$ cat config.mk
export PLATFORM = sky130hd
export DESIGN_NAME = thruster_mix_frame_builder
export DESIGN_NICKNAME = d
export VERILOG_FILES = /design/src/sv/tmfb_pkg.sv /design/src/sv/thruster_mix_frame_builder.sv
export SDC_FILE = /design/constraint.sdc
export NUM_CORES = 2
export LEC_CHECK = 0
export BUFFER_PORTS_ARGS = -buffer_cell sky130_fd_sc_hd__buf_2
export CORE_MARGIN = 2
export CORE_UTILIZATION = 40
export CTS_CLUSTER_DIAMETER = 100
export CTS_CLUSTER_SIZE = 25
export DETAILED_ROUTE_END_ITERATION = 10
export REMOVE_ABC_BUFFERS = 1
export SLEW_MARGIN = 20
export SYNTH_ARGS = -nofsm -noshare
export SYNTH_HDL_FRONTEND = slang
export SYNTH_SLANG_ARGS = --single-unit
$ cat constraint.sdc
create_clock -name i_clk -period 36 [get_ports i_clk]
set_input_delay 1.8 -clock i_clk [delete_from_list [all_inputs] [get_ports i_clk]]
set_output_delay 1.8 -clock i_clk [all_outputs]
set_load 0.02 [all_outputs]
$ cat src/sv/tmfb_pkg.sv
package tmfb_pkg;

    localparam int C_NSLOT     = 6;
    localparam int C_CNT_W     = 5;
    localparam int C_X_W       = 22;
    localparam int C_Q_W       = 18;
    localparam int C_RECIP_SH  = 22;

    typedef logic signed [9:0]  t_mix;
    typedef logic signed [24:0] t_num;
    typedef logic [C_X_W-1:0]   t_x;
    typedef logic [C_Q_W-1:0]   t_q;
    typedef logic [15:0]        t_duty;
    typedef logic [C_CNT_W-1:0] t_cnt;

    localparam logic [7:0] C_HDR0 = 8'hA7;
    localparam logic [7:0] C_HDR1 = 8'h18;
    localparam logic [7:0] C_HDR2 = 8'h0F;
    localparam logic [7:0] C_HDR3 = 8'h0C;
    localparam logic [7:0] C_FTR  = 8'h7A;

    localparam t_cnt C_IDX_HDR0 = 5'd0;
    localparam t_cnt C_IDX_HDR1 = 5'd1;
    localparam t_cnt C_IDX_HDR2 = 5'd2;
    localparam t_cnt C_IDX_HDR3 = 5'd3;
    localparam t_cnt C_IDX_DATA = 5'd4;
    localparam t_cnt C_IDX_LAST = 5'd16;

    localparam t_num  C_SPAN      = 25'sd32767;
    localparam t_num  C_BASE_H    = 25'sd2949120;   // 49152 * 60
    localparam t_num  C_BASE_V    = 25'sd1966080;   // 49152 * 40
    localparam t_num  C_LOW_H     = 25'sd1966080;   // 32768 * 60
    localparam t_num  C_LOW_V     = 25'sd1310720;   // 32768 * 40
    localparam t_duty C_DUTY_MIN  = 16'h8000;
    localparam t_duty C_DUTY_MAX  = 16'hFFFF;

    // after the power-of-two part: horizontal /15, vertical /5
    localparam logic [3:0]      C_ODD_H   = 4'd15;
    localparam logic [3:0]      C_ODD_V   = 4'd5;
    localparam logic [C_X_W-1:0] C_RECIP_H = 22'd279620;
    localparam logic [C_X_W-1:0] C_RECIP_V = 22'd838860;

    // vertical thruster slots are 0 and 3
    localparam logic [C_NSLOT-1:0] C_VERT = 6'b001001;

endpackage

$ cat src/sv/thruster_mix_frame_builder.sv
// Thruster mix frame builder. Each request on the slave side carries one motion
// command (surge, sway, heave, yaw, roll as signed bytes); the block mixes it into
// six thruster duty values in 32768..65535 (saturating at both ends) and sends a
// 17-byte frame on the master side: A7 18 0F 0C, slots 0..5 low byte first, then 7A,
// with tlast on the footer. The mixing and scaling take three register stages and a
// command is held in the frame serialiser while the next ones move up behind it, so
// a command can be taken every cycle until the stages are full; sustained, the
// serialiser sets the pace, one frame byte per cycle while i_m_tready is high.
module thruster_mix_frame_builder (
    input  logic        i_clk,
    input  logic        i_rst_n,
    input  logic        i_s_tvalid,
    output logic        o_s_tready,
    input  logic [39:0] i_s_tdata,   // surge, sway, heave, yaw_rate, roll_rate
    output logic        o_m_tvalid,
    input  logic        i_m_tready,
    output logic [7:0]  o_m_tdata,   // frame_byte
    output logic        o_m_tlast
);
    import tmfb_pkg::*;

    logic  r_s1_v, r_s2_v, r_s3_v, r_busy;
    t_mix  r_s1_m  [C_NSLOT];
    t_x    r_s2_x  [C_NSLOT];
    logic  [C_NSLOT-1:0] r_s2_lo, r_s3_lo;
    t_x    r_s3_x  [C_NSLOT];
    t_q    r_s3_q0 [C_NSLOT];
    t_duty r_duty  [C_NSLOT];
    t_cnt  r_cnt;

    t_mix  n_m     [C_NSLOT];
    t_x    n_x     [C_NSLOT];
    logic  [C_NSLOT-1:0] n_lo;
    t_q    n_q0    [C_NSLOT];
    t_duty n_duty  [C_NSLOT];

    logic adv1, adv2, adv3, ser_load, out_xfer, out_end;
    t_mix f, s, u, y, r;

    assign out_xfer = r_busy && i_m_tready;
    assign out_end  = out_xfer && (r_cnt == C_IDX_LAST);
    assign ser_load = r_s3_v && (!r_busy || out_end);
    assign adv3     = !r_s3_v || ser_load;
    assign adv2     = !r_s2_v || adv3;
    assign adv1     = !r_s1_v || adv2;
    assign o_s_tready = adv1;

    // stage 1: mixing sums
    always_comb begin
        f = 10'(signed'(i_s_tdata[7:0]));
        s = 10'(signed'(i_s_tdata[15:8]));
        u = 10'(signed'(i_s_tdata[23:16]));
        y = 10'(signed'(i_s_tdata[31:24]));
        r = 10'(signed'(i_s_tdata[39:32]));
        n_m[0] = u - r;
        n_m[1] = f + s + y;
        n_m[2] = f - s + y;
        n_m[3] = u + r;
        n_m[4] = f + s - y;
        n_m[5] = f - s - y;
    end

    // stage 2: scaled numerator, low clamp and power-of-two part of the divide
    always_comb begin
        for (int i = 0; i < C_NSLOT; i++) begin
            t_num num;
            num = 25'(r_s1_m[i]) * C_SPAN + (C_VERT[i] ? C_BASE_V : C_BASE_H);
            n_lo[i] = num < (C_VERT[i] ? C_LOW_V : C_LOW_H);
            n_x[i]  = C_VERT[i] ? C_X_W'(num[23:3]) : num[23:2];
        end
    end

    // stage 3: reciprocal multiply, quotient may come out one short
    always_comb begin
        for (int i = 0; i < C_NSLOT; i++) begin
            logic [2*C_X_W-1:0] prod;
            prod = (2*C_X_W)'(r_s2_x[i]) * (2*C_X_W)'(C_VERT[i] ? C_RECIP_V : C_RECIP_H);
            n_q0[i] = prod[C_RECIP_SH+C_Q_W-1:C_RECIP_SH];
        end
    end

    // correction and saturation into the serialiser
    always_comb begin
        for (int i = 0; i < C_NSLOT; i++) begin
            logic [3:0]     d;
            t_x             rem;
            logic [C_Q_W:0] q;
            d   = C_VERT[i] ? C_ODD_V : C_ODD_H;
            rem = r_s3_x[i] - C_X_W'(r_s3_q0[i]) * C_X_W'(d);
            q   = (C_Q_W+1)'(r_s3_q0[i]) + ((rem >= C_X_W'(d)) ? 1'b1 : 1'b0);
            if (r_s3_lo[i]) begin
                n_duty[i] = C_DUTY_MIN;
            end else if (q > (C_Q_W+1)'(C_DUTY_MAX)) begin
                n_duty[i] = C_DUTY_MAX;
            end else begin
                n_duty[i] = q[15:0];
            end
        end
    end

    always_ff @(posedge i_clk) begin
        if (!i_rst_n) begin
            r_s1_v <= 1'b0;
            r_s2_v <= 1'b0;
            r_s3_v <= 1'b0;
            r_busy <= 1'b0;
            r_cnt  <= '0;
        end else begin
            if (adv1) begin
                r_s1_v <= i_s_tvalid;
            end
            if (adv2) begin
                r_s2_v <= r_s1_v;
            end
            if (adv3) begin
                r_s3_v <= r_s2_v;
            end
            if (ser_load) begin
                r_busy <= 1'b1;
                r_cnt  <= '0;
            end else if (out_end) begin
                r_busy <= 1'b0;
            end else if (out_xfer) begin
                r_cnt <= r_cnt + 1'b1;
            end
        end
    end

    always_ff @(posedge i_clk) begin
        if (adv1 && i_s_tvalid) begin
            r_s1_m <= n_m;
        end
        if (adv2 && r_s1_v) begin
            r_s2_x  <= n_x;
            r_s2_lo <= n_lo;
        end
        if (adv3 && r_s2_v) begin
            r_s3_x  <= r_s2_x;
            r_s3_q0 <= n_q0;
            r_s3_lo <= r_s2_lo;
        end
        if (ser_load) begin
            r_duty <= n_duty;
        end
    end

    // frame byte select
    always_comb begin
        t_cnt  idx;
        t_duty sel;
        idx = r_cnt - C_IDX_DATA;
        sel = r_duty[idx[3:1]];
        unique case (r_cnt)
            C_IDX_HDR0: o_m_tdata = C_HDR0;
            C_IDX_HDR1: o_m_tdata = C_HDR1;
            C_IDX_HDR2: o_m_tdata = C_HDR2;
            C_IDX_HDR3: o_m_tdata = C_HDR3;
            C_IDX_LAST: o_m_tdata = C_FTR;
            default:    o_m_tdata = idx[0] ? sel[15:8] : sel[7:0];
        endcase
    end

    assign o_m_tvalid = r_busy;
    assign o_m_tlast  = r_busy && (r_cnt == C_IDX_LAST);

    a_cnt_range: assert property (@(posedge i_clk) disable iff (!i_rst_n)
        r_busy |-> (r_cnt <= C_IDX_LAST))
        else $error("frame counter out of range");

    a_cnt_step: assert property (@(posedge i_clk) disable iff (!i_rst_n)
        (out_xfer && !out_end) |=> (r_busy && r_cnt == $past(r_cnt) + 1'b1))
        else $error("frame counter did not advance");

    a_duty_high: assert property (@(posedge i_clk) disable iff (!i_rst_n)
        (o_m_tvalid && r_cnt[0] && r_cnt >= 5'd5 && r_cnt <= 5'd15) |-> o_m_tdata[7])
        else $error("duty high byte below saturation floor");

    a_empty_ready: assert property (@(posedge i_clk) disable iff (!i_rst_n)
        !r_s1_v |-> o_s_tready)
        else $error("empty pipeline refused a request");

endmodule
# [Word level (Yosys, flattened, before mapping)]
# Index checks and enable logic that the tools add are counted.
[op_classes] n_addsub=28 n_lt_le_gt_ge=19 eq_ne=4 mux=19 n_bitwise=3 n_reduce_logical=25 n_mul=18
[op_table] operator="22-bit by 17-bit multiplier with 38-bit output, second input constant" count=4
[op_table] operator="25-bit by 22-bit < comparator with 1-bit output, second input constant" count=6
[op_table] operator="18-bit by 1-bit adder with 19-bit output" count=6
[op_table] operator="19-bit by 16-bit greater-than comparator with 1-bit output, second input constant" count=6
[op_table] operator="25-bit by 23-bit adder with 25-bit output, second input constant" count=4
[op_table] operator="10-bit by 16-bit multiplier with 25-bit output, second input constant" count=4
[op_table] operator="15-bit two-way mux" count=6
[op_table] operator="22-bit by 4-bit >= comparator with 1-bit output, second input constant" count=4
[op_table] operator="18-bit by 4-bit multiplier with 22-bit output, second input constant" count=4
[op_table] operator="22-bit subtractor" count=4
[op_table] operator="22-bit by 18-bit multiplier with 38-bit output, second input constant" count=2
[op_table] operator="25-bit by 22-bit adder with 25-bit output, second input constant" count=2
[op_table] operator="9-bit by 16-bit multiplier with 25-bit output, second input constant" count=2
[op_table] operator="16-bit binary-select mux with 3-bit select" count=1
[op_table] operator="22-bit by 3-bit >= comparator with 1-bit output, second input constant" count=2
[op_table] operator="22-bit by 21-bit subtractor with 22-bit output" count=2
[op_table] operator="18-bit by 3-bit multiplier with 21-bit output, second input constant" count=2
[op_table] operator="8-bit one-hot mux with 5 select lines" count=1
[op_table] operator="16-bit two-way mux" count=2
[op_table] operator="9-bit by 8-bit adder with 10-bit output" count=2
[op_table] operator="9-bit by 8-bit subtractor with 10-bit output" count=2
[op_table] operator="8-bit by 8-bit adder with 9-bit output" count=2
[op_table] operator="8-bit by 8-bit subtractor with 9-bit output" count=2
[op_table] operator="2-bit OR reduction" count=7
[op_table] operator="other kinds (16)" count=37
[totals] ff_bits=543 out_inout_bits=11

# [Depth between registers and ports, before layout]
[logic_depth] ltp_word=8 mapped_depth=29

# [Least setup slack after synthesis]
# OpenSTA, ideal clock, no wires.
[synth_timing] path_type="input -> register" start="in i_m_tready" end="reg r_s3_lo[0] (enable)" cell_stages=2 t_required_ns=34.781 setup_slack_ns=15.250 path_buffers=0 t_arrival_ns=19.531 setup_ns=1.219 cell_sequence="a21boi_0 -> a21boi_0"
[synth_between] elab_chain_cells=6
[synth_lines] element="from (decl)" line="thruster_mix_frame_builder.sv:16" rtl="input logic i_m_tready,"
[synth_lines] element="1-bit logical AND" line="thruster_mix_frame_builder.sv:40" rtl="assign out_xfer = r_busy && i_m_tready;"
[synth_lines] element="1-bit logical AND" line="thruster_mix_frame_builder.sv:41" rtl="assign out_end = out_xfer && (r_cnt == C_IDX_LAST);"
[synth_lines] element="1-bit logical OR" line="thruster_mix_frame_builder.sv:42" rtl="assign ser_load = r_s3_v && (!r_busy || out_end);"
[synth_lines] element="1-bit logical AND" line="thruster_mix_frame_builder.sv:42"
[synth_lines] element="1-bit logical OR" line="thruster_mix_frame_builder.sv:43" rtl="assign adv3 = !r_s3_v || ser_load;"
[synth_lines] element="1-bit logical AND" line="thruster_mix_frame_builder.sv:137" rtl="if (adv3 && r_s2_v) begin"
[synth_lines] element="to (signal assigned)" line="thruster_mix_frame_builder.sv:140" rtl="r_s3_lo <= r_s2_lo;"
[synth_lines] element="to (decl)" line="thruster_mix_frame_builder.sv:25" rtl="logic [C_NSLOT-1:0] r_s2_lo, r_s3_lo;"
# Every way passes these cells.
# A chain may end at the register's enable or synchronous reset.

# [Worst setup path in the final report]
[layout_timing] start="reg r_s3_q0[10] in the netlist's numbering" end="reg r_duty[12] in the netlist's numbering, data pin"
[layout_between] elab_chain_cells=7
[layout_lines] element="from (decl)" line="thruster_mix_frame_builder.sv:27" rtl="t_q r_s3_q0 [C_NSLOT];"
[layout_lines] element="from (signal assigned)" line="thruster_mix_frame_builder.sv:139" rtl="r_s3_q0 <= n_q0;"
[layout_lines] element="18-bit by 4-bit multiplier with 22-bit output" line="thruster_mix_frame_builder.sv:89" rtl="rem = r_s3_x[i] - C_X_W'(r_s3_q0[i]) * C_X_W'(d);"
[layout_lines] element="22-bit subtractor" line="thruster_mix_frame_builder.sv:89"
[layout_lines] element="22-bit by 4-bit >= comparator with 1-bit output" line="thruster_mix_frame_builder.sv:90" rtl="q = (C_Q_W+1)'(r_s3_q0[i]) + ((rem >= C_X_W'(d)) ? 1'b1 : 1'b0);"
[layout_lines] element="1-bit two-way mux" line="thruster_mix_frame_builder.sv:90"
[layout_lines] element="18-bit by 1-bit adder with 19-bit output (*)" line="thruster_mix_frame_builder.sv:90"
[layout_lines] element="19-bit by 16-bit greater-than comparator with 1-bit output" line="thruster_mix_frame_builder.sv:93" rtl="end else if (q > (C_Q_W+1)'(C_DUTY_MAX)) begin"
[layout_lines] element="15-bit two-way mux (*)" line="thruster_mix_frame_builder.sv:93"
[layout_lines] element="to (signal assigned)" line="thruster_mix_frame_builder.sv:143" rtl="r_duty <= n_duty;"
[layout_lines] element="to (decl)" line="thruster_mix_frame_builder.sv:28" rtl="t_duty r_duty [C_NSLOT];"
# Every way passes the cells marked *; elsewhere a longest branch is shown, timed or not.

==> flow_summary.yaml <==
status:
  outcome: "completed"
timing:
  tightest_slew_ns: 1.21
  hold-worst-slack_ns: 0.431
  rsz0062_at_grt: "false"
  post-route-period-util_pct: 20.6
  fmaxAchievable_mhz: 135
  maxSlewViolCount: 0
  hold_viol_final: 0
  fin_setup_tns_ns: 0
  max_slew_margin_pct: 18.8
  fin_skew_ns: 0.0454
  finalSetupViolations: 0
  fin_crit_ns: 7.41
floorplanning:
  start_util_pct: 40.4
  core.rowCount: 157
  die_h_um: 434
  coreArea_mm2: 0.183
  dieArea_mm2: 0.189
  fp.dieW_um: 434
  boundaryPins: 55
synthesis:
  synth.cell_area_mm2: 0.0740
  syn_inst: 7113
  ys.flop_type: "edfxtp_1"
  async_flop_share_pct: 0
  ys_types: 95
  ys_top_cells_by_count: "inv_1 (1619), ha_1 (1434), fa_1 (846)"
  ys_seq_elements: 540
  yosysSeqAreaShare_pct: 21.8
  synth_area_leaders: "ha_1 (24%), fa_1 (23%), edfxtp_1 (22%)"
  synthMostInstantiatedCell: "inv_1"
  synth_warnings: 0
  synth.avg_cell_area_um2: 10.4
  synth_edf_count: 531
  synth_top_area_cell: "ha_1"
  synth_top_area_share_pct: 24.2
setup_path:
  cp-startpoint: "r_s3_q0[10]"
  end_kind: "flip-flop"
  cp_data_required_time_ns: 36.32
  timing.rr.start: "r_s3_q0[10]"
  cp_max_fo: 16
  path_class: "flip-flop to flip-flop"
  cp-start-kind: "flip-flop"
  crit_arrival_ns: 7.73
place:
  hpwl_mm: 138
  finalWeightedCongestion: 0.885
  port-buffer-count: 54
finish:
  drive_above_1_share_pct: 2.94
  syn_to_final_growth_pct: 6.22
  final_util_pct: 42.9
  final_nets: 9480
  n_fill_cell: 17500
clock_tree:
  path_clk_slew_ns: 0.09
  cts_inserted_buffers: 37
  post_cts_buffers: 0
  clkLatencyLatePin_ns: 0.65
  post_cts_resized: 0
  cts_tree: "done"
  clockBufferDepth: 3
  cts.sinks: 540
  htree_levels: 2
  cts_hold_buffers: 0
  cts-root-buf: "clkbuf_16"
route:
  drc: 0
  wl_met1_mm: 73.9
  drtIter0Drc: 2474
  via_per_inst: 5.04
  drt-pass1-iter-count: 6
  dr_wl_met3_mm: 5.47
  postRouteAntennaNets: 0
  route.vias.total: 48600
  route.met2.wl_mm: 76.7
  wl_per_cell_um: 16.6
  drt-total-wl_mm: 160
  highest_layer: "met5"
global_routing:
  grt_pass1_wl_mm: 262
  grt_pass1_vias: 50300
  grt-ovfl-total: 0
  track_usage_pct: 17.3
  antenna_found_initial: 4
  grt_max_degree: 81
min_path:
  hp-start: "r_s2_lo[1]"
  worstHoldPathType: "flip-flop to flip-flop"
job:
  cap_violations: 0
-- registers in the layout, indices dropped and copies added (netlist names), 5 cells and up --
signal,flops
r_s3_q0,108
r_s2_lo,6
r_s3_lo,6
r_cnt,5
r_duty,96
r_s1_m,55
r_s2_x,130
r_s3_x,130
-- critical path, cell delays in order (launching register included) --
cell and delay [ns]:
edfxtp_1 0.47, inv_1 0.15, fa_1 0.54, inv_1 0.05, fa_1 0.48, fa_1 0.51
inv_1 0.04, ha_1 0.37, nor2b_1 0.18, a221oi_1 0.30, o211ai_1 0.13, a2111oi_0 0.66
nand4_1 0.16, nor3_1 0.21, o2111ai_1 0.14, nor4_1 0.18, nand4_1 0.17, ha_1 0.26
ha_1 0.24, and3_1 0.21, and3_1 0.24, and3_1 0.24, a21oi_1 0.16, a21oi_1 0.06
nor2_1 0.77, a21oi_1 0.17
-- final timing paths --
path	to	slack, ns	cells past startpoint
setup / recovery	r_duty[12]	28.59	25
hold / removal	r_s3_lo[1]	0.43	0
setup reg to reg	r_duty[12]	28.59	25
hold reg to reg	r_s3_lo[1]	0.43	0
-- kinds of logic (layout without fill, tap and decap cells) --
group | after synthesis | in the layout | synth area share, %
other cells | 0 | 1 | 0
simple gates | 947 | 947 | 6.28
buf+inv | 1682 | 1753 | 8.54
flops | 540 | 540 | 21.8
compound gates | 1165 | 1165 | 9.97
mux | 70 | 70 | 1.25
fa+ha+maj | 2280 | 2280 | 47.1
xor+xnor | 429 | 429 | 5.07
-- metrics by stage --
step	cell area, um2	instances	worst slack, ns
6_report	78600	9649	28.59
3_5_place_dp	77300	9581	28.54
5_1_grt	78600	9649	28.07
3_3_place_gp	77300	9581	28.72
2_1_floorplan	73800	7051	15.25
4_1_cts	78600	9648	28.54
-- cells in the final DEF (no fill, tap or decap), drive strengths merged, types with 17 or more instances in the layout --
master / count
o21ai: 218
nand2: 216
buf: 66
a211oi: 31
nor2b: 47
o21bai: 51
ha: 1434
nand3: 99
o211ai: 32
and2: 22
edfxtp: 531
o21a: 54
fa: 846
nand2b: 55
mux2i: 45
nand4: 35
xnor2: 288
a31oi: 30
a21oi: 419
xor2: 141
or3: 17
and3: 56
nor3: 79
inv: 1632
mux4: 17
a21o: 121
clkbuf: 38
o31ai: 21
nor2: 246
o22ai: 20
-- final cells by class --
class / instances / area (um2) / share of cell area [%]
Tap cell: 2464 / 3080 / 3.92
Multi-Input combinational cell: 4891 / 51600 / 65.7
Inverter: 1620 / 6080 / 7.73
Clock buffer: 38 / 930 / 1.18
Sequential cell: 540 / 16100 / 20.5
Antenna cell: 1 / 2.50 / 0.00318
Clock inverter: 29 / 424 / 0.539
Timing Repair Buffer: 66 / 364 / 0.463
-- metal layers --
layer / up-vias / GRT usage (%)
met5: - / 0
li1: 23800 / -
met2: 676 / 29.5
met1: 23900 / 23.5
met3: 181 / 1.89
met4: 2 / 4.29
Power is not shown: default switching activity piles up to over one toggle a cycle in this logic, so the estimate is an artifact.
